`config.mk`:
```
export PLATFORM = sky130hd
export DESIGN_NAME = obse_ctrl
export DESIGN_NICKNAME = d
export VERILOG_FILES = /design/src/rtl/obse_pkg.sv /design/src/rtl/obse_ctrl.sv
export SDC_FILE = /design/constraint.sdc
export NUM_CORES = 1
export LEC_CHECK = 0
export BUFFER_PORTS_ARGS = -buffer_cell sky130_fd_sc_hd__buf_4
export CAP_MARGIN = 20
export CORE_AREA = 2 2 39 41
export DETAILED_ROUTE_END_ITERATION = 6
export DIE_AREA = 0 0 41 43
export PLACE_DENSITY = 0.47
export SYNTH_ARGS = -nofsm -noshare
export SYNTH_HDL_FRONTEND = slang
export SYNTH_SLANG_ARGS = --single-unit
```
`constraint.sdc`:
```
create_clock -name clk -period 1.4 [get_ports clk]
set_clock_uncertainty 0.05 [all_clocks]
set_input_delay 0.28 -clock clk [delete_from_list [all_inputs] [get_ports clk]]
set_output_delay 0.28 -clock clk [all_outputs]
set_load 0.01 [all_outputs]
```
`src/rtl/obse_pkg.sv`:
```
// Package for the offset bitmap set engine.
// Holds action codes, register indexes, stream widths and the command and
// status records passed between the controller and the datapath.
`default_nettype none
package obse_pkg;

	localparam int ACTION_W    = 2;
	localparam int ELEM_W      = 32;
	localparam int COUNT_W     = 13;
	localparam int LEN_REG_W   = 13;
	localparam int CFG_IDX_W   = 1;
	localparam int CFG_DATA_W  = 32;
	localparam int IN_TDATA_W  = 40;
	localparam int OUT_TDATA_W = 56;

	localparam logic [ACTION_W-1:0] ACT_CLEAR = 2'd0;
	localparam logic [ACTION_W-1:0] ACT_ADD   = 2'd1;
	localparam logic [ACTION_W-1:0] ACT_QUERY = 2'd2;

	localparam logic [CFG_IDX_W-1:0] REG_BASE_VALUE = 1'd0;
	localparam logic [CFG_IDX_W-1:0] REG_SET_LENGTH = 1'd1;

	typedef struct packed {
		logic load;
		logic decode;
		logic clear;
		logic add;
		logic probe;
		logic first;
		logic hit;
		logic miss;
		logic advance;
		logic out_load;
	} cmd_t;

	typedef struct packed {
		logic [ACTION_W-1:0] act;
		logic                oor;
		logic                word_hit;
		logic                cand_ok;
		logic                last_word;
	} sts_t;

endpackage
`default_nettype wire

```
`src/rtl/obse_ctrl.sv`:
```
// Controller state machine of the offset bitmap set engine.
// Depends on obse_pkg; drives the datapath through obse_pkg::cmd_t.
`default_nettype none
module obse_ctrl (
	input  wire logic         clk,
	input  wire logic         arst_n,
	input  wire logic         in_valid,
	output logic              in_ready,
	output logic              out_valid,
	input  wire logic         out_ready,
	input  wire obse_pkg::sts_t sts,
	output obse_pkg::cmd_t    cmd
);

	localparam logic [2:0] ST_IDLE   = 3'd0;
	localparam logic [2:0] ST_DECODE = 3'd1;
	localparam logic [2:0] ST_EXAM   = 3'd2;
	localparam logic [2:0] ST_SCAN   = 3'd3;
	localparam logic [2:0] ST_DONE   = 3'd4;

	logic [2:0] state_q;
	logic [2:0] state_d;
	logic       out_valid_q;

	assign in_ready  = (state_q == ST_IDLE);
	assign out_valid = out_valid_q;

	always_comb begin
		cmd     = '0;
		state_d = state_q;
		case (state_q)
			ST_IDLE: begin
				if (in_valid) begin
					cmd.load = 1'b1;
					state_d  = ST_DECODE;
				end
			end
			ST_DECODE: begin
				cmd.decode = 1'b1;
				if (sts.act == obse_pkg::ACT_CLEAR) begin
					cmd.clear = 1'b1;
					state_d   = ST_DONE;
				end else if ((sts.act != obse_pkg::ACT_ADD && sts.act != obse_pkg::ACT_QUERY)
						|| sts.oor) begin
					state_d = ST_DONE;
				end else begin
					state_d = ST_EXAM;
				end
			end
			ST_EXAM, ST_SCAN: begin
				if (state_q == ST_EXAM && sts.act == obse_pkg::ACT_ADD) begin
					cmd.add = 1'b1;
					state_d = ST_DONE;
				end else begin
					cmd.probe = 1'b1;
					cmd.first = (state_q == ST_EXAM);
					if (sts.word_hit) begin
						cmd.hit  = sts.cand_ok;
						cmd.miss = !sts.cand_ok;
						state_d  = ST_DONE;
					end else if (sts.last_word) begin
						cmd.miss = 1'b1;
						state_d  = ST_DONE;
					end else begin
						cmd.advance = 1'b1;
						state_d     = ST_SCAN;
					end
				end
			end
			ST_DONE: begin
				if (!out_valid_q || out_ready) begin
					cmd.out_load = 1'b1;
					state_d      = ST_IDLE;
				end
			end
			default: begin
				state_d = ST_IDLE;
			end
		endcase
	end

	always_ff @(posedge clk or negedge arst_n) begin
		if (!arst_n) begin
			state_q     <= ST_IDLE;
			out_valid_q <= 1'b0;
		end else begin
			state_q <= state_d;
			if (cmd.out_load) begin
				out_valid_q <= 1'b1;
			end else if (out_ready) begin
				out_valid_q <= 1'b0;
			end
		end
	end

endmodule
`default_nettype wire

```
==> metrics.md, run 1 <==
| Metric | Value |
|---|---|
| Die Area | `1760 sq um` |
| Failing checks | `negative setup slack` |
| CTS clock-pin slew for the worst setup and hold paths | `0.04 ns` |
| Worst-Margin Slew | `0.253 ns` |
| Leakage power | `0.000334 uW` |
| Pwr Density | `1270 nW/um^2` |
| Fin. max-slew vios | `0` |
| H-tree Lvls | `1` |
| Largest cells by area after synthesis | `dfrtp_1 33%, nand2b_1 10%, ha_1 8.3%, nor2_1 6.2%, nand3_1 5.0%` |
| GR Overflow Total | `0` |
| Antenna Nets Post-Route | `0` |
| Commonest non-fill, non-tap cells in the layout | `26 x buf_4, 4 x nor2_1` |
| Core Region | `1380 sq um` |
| HPWL after DPL | `626 um` |
| DRC | `0` |
| Clk_lat worst skew | `0.23 ns` |
| Final hold viol count | `0` |
| Mapped Cells | `39` |
| Critical path endpoint category | `primary output` |
| Num CTS Buffers | `3` |
| Initial antenna violation count | `0` |
| Worst setup margin | `-0.157 ns` |
| Wire per inst | `9.22 um` |
| CP Data Arrival Time | `around 1.2 ns` |
| CTS tree | `yes` |
| Effective utilization at floorplan | `0.218` |
| Share of cells above drive strength 1 | `0.597` |
| First drt pass iteration count | `4` |
| Die Y | `43 um` |
| Fmax | `642 MHz` |
| Relative slew slack | `0.831` |
| Final #Nets | `86` |
| Commonest non-fill, non-tap cell in the layout | `buf_4` |
| 1st-iter DRT viols | `1` |
| Worst Reg-to-Reg Cells | `3` |
| CP max FO | `4` |
| Yosys warns | `0` |
| Sequential area share after synthesis | `0.332` |
| VDD IR max | `586 uV` |
| Clk buf depth | `2` |
| Vias in the first global route | `about 340` |
| Worst reg2reg path endpoint | `state_q[1]$_DFFE_PN0P_` |
| Fillers | `approximately 140` |
| Avg Inst Size Synth | `~7.7 sq um` |
| Slack of the worst reg-to-reg path | `0.02 ns` |
| Area leader, netlist | `dfrtp_1` |
| Clock tree root buffer cell | `clkbuf_4` |
| Critical setup path kind | `flop to primary output` |
| Inserted Diodes | `0` |
| Critical path required time | `1.07 ns` |
| Post-detailed-route via-to-cell ratio | `4.34` |
| Final WL | `about 800 um` |
| Largest net degree at the start of global routing | `7` |
| First-pass GRT wire length | `1190 um` |
| Gp weighted congestion | `just over 0.7` |
| Pre-CTS WS | `-0.0873 ns` |
| Tot GR Track Use | `0.102` |
| Minimum clock period | `1.56 ns` |
| Clock Sinks | `4` |
| RSZ-0062 raised after global routing | `true` |
| Synth unique cells | `16` |
| MaxCap Viol Count | `0` |
| Vias | `382` |
| Startpoint class of the critical path | `flop` |
| Worst Setup SP | `state_q[2]$_DFFE_PN0P_` |
| DIE WIDTH | `41 um` |
| Post-synthesis cell area | `302 sq um` |
| FF-to-FF Start | `state_q[1]$_DFFE_PN0P_` |
| IO Count | `22` |
| Worst setup path end | `cmd[2]` |
| Synthesis-stage register bit count | `4` |
| # rows | `14` |
| Final Cycle Share | `1.11` |
| Post-layout util | `0.459` |
| Port Buffers | `21` |
| Status | `finished with violations` |
| Synth Net Count | `51` |
| Final Setup Violations | `9` |
| Share of the synthesized area in the top cell type | `0.332` |
| Worst min-delay path class | `input port to flop` |
| Area grow syn2layout | `111%` |
-- timing repair --
| item | CTS | global route |
|---|---|---|
| gates resized for setup | 10 | 4 |
| hold buffers | 1 | 0 |
| pin swaps | 3 | 1 |
| endpoints found under the hold margin | 4 | 0 |
| buffers inserted | 2 | 2 |
| endpoints found under the setup margin | 11 | 12 |
| cloned | 0 | 0 |
-- final cells by class --
cell class	count	area, sq um	share of cell area
Sequential cell	4	103	0.161
Clock buffer	3	22.5	0.0354
Timing Repair Buffer	30	239	0.376
Multi-Input combinational cell	32	240	0.378
Tap cell	16	20.0	0.0315
Inverter	3	11.3	0.0177
-- layer usage --
metal,up-vias,share of wire,GRT usage
met1,171,0.41,0.111
met3,0,0.073,0.0314
met5,-,0,0
met2,12,0.52,0.153
met4,0,0,0.0800
li1,199,-,-
-- cells in the mapped netlist --
cell type,instances
nor3_1,2
a21oi_1,2
nand3_1,3
nor2b_1,2
and2_1,2
nor3b_1,2
inv_1,3
dfrtp_1,4
or4b_1,1
o21ai_0,1
nor2_1,5
ha_1,2
nand2_1,3
nor4_1,1
nand2b_1,5
a21o_1,1
-- cell families (layout without fill, tap and decap cells) --
kind of cell,Yosys count,count (layout),share of synthesized area
AND/OR/NAND/NOR,26,26,0.473
buffers and inverters,3,36,0.0373
AO/OA/AOI/OAI,4,4,0.0747
adder cells (fa/ha/maj),2,2,0.0830
flip-flops,4,4,0.332
-- registers in the layout, summed over array words and instances (netlist names) --
name / count
out_valid: 1
state_q: 3
-- through the flow --
step | TNS [ns] | instance area, sq um | hold WS, ns | power [uW] | instances
finish | -0.902 | 636 | 0.264 | 804 | 88
global route | -1.46 | 636 | 0.277 | 871 | 88
CTS | -1.06 | 608 | 0.262 | 802 | 86
detailed placement | -0.161 | 514 | 0.0270 | 591 | 80
global placement | -0.102 | 514 | 0.0274 | 595 | 80
floorplan | 0 | 307 | -0.0656 | 371 | 39
-- how the worst min path moves through the flow --
stage / start / end / slack, ns / cells after the start
floorplan: arst_n / out_valid$_DFFE_PN0P_ / -0.07 / 0
global placement: arst_n / out_valid$_DFFE_PN0P_ / 0.03 / 1
detailed placement: arst_n / out_valid$_DFFE_PN0P_ / 0.03 / 1
CTS: in_valid / state_q[0]$_DFFE_PN0P_ / 0.26 / 3
global route: in_valid / state_q[0]$_DFFE_PN0P_ / 0.28 / 3
finish: in_valid / state_q[0]$_DFFE_PN0P_ / 0.26 / 3
-- power by group --
group	internal (uW)	switching (uW)	total (uW)
Clock	95.6	42.1	138
Sequential	159	44.5	204
Combinational	269	194	463
Total	524	281	804
-- worst max-delay path, stage by stage, from the launching register on --
cell and delay, ns:
dfrtp_1 0.40, nand2b_4 0.17, nand2b_4 0.15, nor3b_2 0.15, buf_4 0.14
Note: power is estimated with default switching activity, not from simulation.
==> run 2: changes to the inputs <==
CORE_AREA = 5 5 42 44   (was 2 2 39 41)
DIE_AREA = 0 0 47 49   (was 0 0 41 43)
==> run 2 against run 1 <==
Net effect:
- the run still ends with negative setup slack left
- critical path depth did not move
- register-to-register slack better by 0.11 ns
- cell count decreased by 1.1%
- highest routed layer unchanged
==> metrics.md, run 2 (synthesis gave the netlist of run 1 again) <==
| Metric | Value |
|---|---|
| Final WL | `859 um` |
| Tot GR Track Use | `0.0917` |
| Final Setup Violations | `10` |
| Inserted Diodes | `0` |
| Gp weighted congestion | `between 0.6 and 0.7` |
| Crit path max-delay family | `simple AND/OR/NAND/NOR gates` |
| Startpoint class of the critical path | `flop` |
| Final hold slack | `0.261 ns` |
| RSZ-0062 raised after global routing | `true` |
| Sw frac | `0.349` |
| Final #Nets | `85` |
| Max FFs per register | `3` |
| H-tree Lvls | `1` |
| Final hold viol count | `0` |
| Power share of the combinational group | `0.584` |
| Commonest non-fill, non-tap cells in the layout | `24 x buf_4, 4 x nor2_1, 4 x buf_6` |
| Initial antenna violation count | `0` |
| CP Cell Sequence | `nand2b_4, nand2b_4, nor3b_2, buf_4` |
| CTS tree | `yes` |
| Worst setup margin | `-0.174 ns` |
| Post-layout util | `0.461` |
| CTS clock-pin slew for the worst setup and hold paths | `0.04 ns` |
| HPWL after DPL | `708 um` |
| Clock Sinks | `4` |
| CP max FO | `5` |
| CP max-delay cell | `dfrtp_2` |
| Die Y | `49 um` |
| Critical path endpoint category | `primary output` |
| Core Region | `1400 sq um` |
| Die Area | `2300 sq um` |
| Cell-internal power | `566 uW` |
| 1st-iter DRT viols | `5` |
| Max stage delay on crit path | `about 0.43 ns` |
| Worst-Margin Slew | `0.221 ns` |
| Vias | `372` |
| Area grow syn2layout | `114%` |
| Final Power | `roughly 870 uW` |
| Minimum clock period | `approximately 1.6 ns` |
| Worst Setup SP | `state_q[2]$_DFFE_PN0P_` |
| DRC | `0` |
| Biggest register | `state_q` |
| Design Area, Final | `646 sq um` |
| Vias in the first global route | `379` |
| FF-to-FF Start | `state_q[1]$_DFFE_PN0P_` |
| First drt pass iteration count | `2` |
| Fin. max-slew vios | `0` |
| Fmax | `between 600 and 700 MHz` |
| Leakage power | `0.000331 uW` |
| Final Cycle Share | `1.12` |
| Port Buffers | `21` |
| Wire per inst | `slightly below 10 um` |
| # rows | `14` |
| MaxCap Viol Count | `0` |
| Clk_lat worst skew | `0.23 ns` |
| Critical setup path kind | `flop to primary output` |
| Antenna Nets Post-Route | `0` |
| First-pass GRT wire length | `1570 um` |
| Relative slew slack | `0.852` |
| Pwr Density | `1350 nW/um^2` |
| Net switching power | `303 uW` |
| Clock tree root buffer cell | `clkbuf_4` |
| Pre-CTS WS | `-0.0479 ns` |
| HP Start | `in_valid` |
| Status | `finished with violations` |
| Post-detailed-route via-to-cell ratio | `4.28` |
| CP Data Arrival Time | `roughly 1.2 ns` |
| GR Overflow Total | `0` |
| Effective utilization at floorplan | `0.215` |
| WP buf/inv | `1` |
| Commonest non-fill, non-tap cell in the layout | `buf_4` |
| Clk buf depth | `2` |
| Fillers | `148` |
| Most frequent CP cell | `nand2b_4` |
| Failing checks | `negative setup slack` |
| VDD IR max | `roughly 490 uV` |
| Post-DP Area | `529 sq um` |
| Largest net degree at the start of global routing | `7` |
| Share of cells above drive strength 1 | `0.620` |
| Sequential share of power | `0.255` |
| Clk pwr share | `0.160` |
| DIE WIDTH | `47 um` |
| Num CTS Buffers | `3` |
| IO Count | `22` |
| Critical path required time | `1.07 ns` |
| Worst min-delay path class | `input port to flop` |
[run 2: cell types whose count changed in the layout (fill, tap and decap cells not counted), sizes merged]
cell  change
buf       -1
[run 2: worst paths after layout]
path | slack, ns | cells after the start | end
min | 0.26 | 3 | state_q[0]$_DFFE_PN0P_
max in group asynchronous | 0.84 | 2 | state_q[0]$_DFFE_PN0P_
min reg2reg | 0.44 | 1 | state_q[1]$_DFFE_PN0P_
min in group asynchronous | 0.34 | 2 | out_valid$_DFFE_PN0P_
max reg2reg | 0.13 | 2 | state_q[1]$_DFFE_PN0P_
max | -0.17 | 4 | cmd[2]
[run 2: worst register-to-register path: stages, from the launching register on]
cell	delay, ns
dfrtp_2	0.46
or4b_1	0.53
a21oi_1	0.15
[run 2: layout make-up]
| class | count | area, sq um | area share |
|---|---|---|---|
| multi-input combinational | 32 | 253 | 0.391 |
| timing repair buffer | 29 | 235 | 0.364 |
| sequential | 4 | 104 | 0.161 |
| clock buffer | 3 | 22.5 | 0.0349 |
| tap | 16 | 20.0 | 0.0310 |
| inverter | 3 | 11.3 | 0.0174 |
[run 2: per-stage QoR]
step           cells  TNS (ns)
2_1_floorplan     39         0
3_3_place_gp      82    -0.104
3_5_place_dp      82   -0.0868
4_1_cts           87     -1.14
5_1_grt           87     -1.82
6_report          87     -1.08
[run 2: per-layer routing]
metal | global-route usage | share of wire
met1 | 0.126 | 0.45
met2 | 0.129 | 0.49
met3 | 0.0148 | 0.059
met4 | 0.0553 | 0
met5 | 0 | 0
[run 2: power groups by stage]
stage | registers (uW) | clock network [uW] | logic [uW]
floorplan | 201 | 0 | 170
global placement | 202 | 0 | 427
detailed placement | 202 | 0 | 428
CTS | 211 | 141 | 482
global route | 229 | 159 | 561
finish | 222 | 139 | 508
[run 2: timing repair]
action	in CTS	in global routing
hold buffers	1	0
setup buffers	1	0
gates resized for setup	11	7
pin swaps	3	3
hold endpoints to repair	4	0
endpoints found under the setup margin	11	11
==> run 3: changes to the inputs <==
ABC_AREA = 1   (was default)
PLACE_DENSITY = 0.49   (was 0.47)
==> run 3 against run 2 <==
Net effect:
- the flow still finishes with violations (negative setup slack)
- area after synthesis is 9.1% higher
- sequential power is 2% lower
- register-to-register slack better by 0.16 ns
- worst hold slack worse by 0.070 ns
- power is 1.7% higher
- routed wire length is 5.7% higher
- sequential cell count stayed put
- clock power hardly changed
- die area stayed put
- highest routed layer is now met4
==> metrics.md, run 3 <==
| Metric | Value |
|---|---|
| Synth Net Count | `60` |
| Die Y | `49 um` |
| Tot GR Track Use | `0.0820` |
| Leakage power | `0.000350 uW` |
| Pre-CTS WS | `0.0500 ns` |
| Pwr Density | `approximately 1400 nW/um^2` |
| Final Cycle Share | `1.07` |
| 1st-iter DRT viols | `6` |
| Largest cells by area after synthesis | `dfrtp_1 30%, inv_1 9.1%, nor2_1 9.1%, ha_1 7.6%, nand2_1 6.8%` |
| Critical path required time | `1.07 ns` |
| Final hold viol count | `0` |
| VDD IR max | `759 uV` |
| Port Buffers | `21` |
| Area grow syn2layout | `90.9%` |
| CP Cell Sequence | `inv_2, nand2_4, nor2_4, and3_1, buf_4` |
| Final Setup Violations | `11` |
| Initial antenna violation count | `0` |
| Primary FF master, synth | `dfrtp_1` |
| Fillers | `148` |
| Area leader, netlist | `dfrtp_1` |
| Post-synthesis cell area | `about 330 sq um` |
| MaxCap Viol Count | `0` |
| Inserted Diodes | `0` |
| Largest net degree at the start of global routing | `6` |
| Fmax | `666 MHz` |
| CP Data Arrival Time | `1.17 ns` |
| Failing checks | `negative setup slack` |
| Commonest non-fill, non-tap cells in the layout | `25 x buf_4, 8 x inv_1, 5 x nor2_2, 5 x nand2_1` |
| Minimum clock period | `1.50 ns` |
| Clk_lat worst skew | `0.23 ns` |
| First-pass GRT wire length | `1370 um` |
| DRC | `0` |
| Clock tree root buffer cell | `clkbuf_4` |
| Register area | `103 sq um` |
| Synth unique cells | `16` |
| H-tree Lvls | `1` |
| Final Non-Filler Cells | `94` |
| Final WL | `908 um` |
| Status | `finished with violations` |
| Avg Inst Size Synth | `6.86 sq um` |
| CTS clock-pin slew for the worst setup and hold paths | `0.04 ns` |
| Fin. max-slew vios | `0` |
| GR Overflow Total | `0` |
| Placed cell count | `86` |
| Crit path max-delay family | `flip-flops` |
| Antenna Nets Post-Route | `0` |
| Mapped Cells | `48` |
| Synth top cells by count | `8 x inv_1, 8 x nor2_1, 6 x nand2_1, 4 x dfrtp_1, 4 x inv_2` |
| Die Area | `2300 sq um` |
| Core Region | `1400 sq um` |
| Vias in the first global route | `about 360` |
| Final Power | `884 uW` |
| Number of enable flip-flop cells after synthesis | `0` |
| Post-layout util | `0.448` |
| # rows | `14` |
| Setup tns final | `-0.682 ns` |
| Worst min-delay path class | `input port to flop` |
| Wire per inst | `roughly 9.7 um` |
| Vias | `384` |
| IO Count | `22` |
| Startpoint class of the critical path | `flop` |
| Max FFs per register | `3` |
| Commonest non-fill, non-tap cell in the layout | `buf_4` |
| Gp weighted congestion | `0.609` |
| Clk buf depth | `2` |
| RSZ-0062 raised after global routing | `true` |
| Yosys warns | `0` |
| Num CTS Buffers | `3` |
| Multi-input logic area | `around 230 sq um` |
| Sequential area share after synthesis | `0.304` |
| Critical setup path kind | `flop to primary output` |
| HPWL after DPL | `727 um` |
| Worst setup margin | `-0.102 ns` |
| CP max FO | `5` |
| Critical path endpoint category | `primary output` |
| Asr flop ratio synth | `1.00` |
| Effective utilization at floorplan | `0.235` |
| Max stage delay on crit path | `0.42 ns` |
| Clock Sinks | `4` |
| Post-detailed-route via-to-cell ratio | `between 4 and 5` |
| Final #Nets | `between 90 and 100` |
| Biggest register | `state_q` |
| WP buf/inv | `2` |
| DIE WIDTH | `47 um` |
| Share of cells above drive strength 1 | `0.628` |
| CP max-delay cell | `dfrtp_1` |
| Share of the synthesized area in the top cell type | `0.304` |
| CTS tree | `yes` |
| Synthesis-stage register bit count | `4` |
| Relative slew slack | `0.863` |
| First drt pass iteration count | `4` |
| Worst-Margin Slew | `0.205 ns` |
## run 3: cell types whose count changed after synthesis, moves of 3 or more
cell | previous run | this run
nor2_1 | 5 | 8
inv_2 | 0 | 4
inv_1 | 3 | 8
nor2_2 | 0 | 3
nand2b_1 | 5 | 0
nand2_1 | 3 | 6
## run 3: metrics by stage
stage                     area (sq um)  hold WS (ns)
after floorplan                    329       -0.0656
after global placement             514        0.0272
after detailed placement           514        0.0282
after CTS                          567         0.195
after global routing               628         0.202
final                              628         0.191
## run 3: per-layer routing
metal  wire [um]  track usage  vias to the layer above
met4          10       0.0415                        0
met1         365       0.0956                      165
met2         476        0.124                       12
met5           0            0                        -
li1            -            -                      205
met3          57       0.0332                        2
## run 3: what timing repair did
item | 4_1_cts | 5_1_grt
setup endpoints to repair | 10 | 11
pin swaps | 1 | 5
setup buffers | 1 | 3
gates resized for setup | 3 | 11
endpoints found under the hold margin | 4 | 0
hold buffers | 1 | 0
## run 3: final cells by class
cell class,instances,share of cell area
well taps,16,0.0319
clock buffers,3,0.0359
multi-input cells,32,0.365
inverters,12,0.0717
repair buffers,27,0.333
flip-flops and latches,4,0.163
## run 3: path summary, 6_finish.rpt
check | from | endpoint | slack, ns | cells after the start
max reg2reg | state_q[2]$_DFFE_PN0P_ | state_q[2]$_DFFE_PN0P_ | 0.29 | 6
max | state_q[2]$_DFFE_PN0P_ | cmd[2] | -0.10 | 5
min | out_ready | out_valid$_DFFE_PN0P_ | 0.19 | 2
min reg2reg | out_valid$_DFFE_PN0P_ | out_valid$_DFFE_PN0P_ | 0.49 | 2
max in group asynchronous | arst_n | state_q[0]$_DFFE_PN0P_ | 0.86 | 2
min in group asynchronous | arst_n | state_q[1]$_DFFE_PN0P_ | 0.33 | 2
## run 3: logic make-up after synthesis
group                      share of synthesized area
and+or+nand+nor                                0.403
adders and majority gates                     0.0760
buffers and inverters                          0.137
AOI/OAI and AO/OA                             0.0799
DFF                                            0.304
## run 3: report_power, final
group,internal (uW),switching [uW],total [uW]
combinational,258,267,526
sequential,163,54.1,217
clock,95.8,45.7,141
total,517,367,884
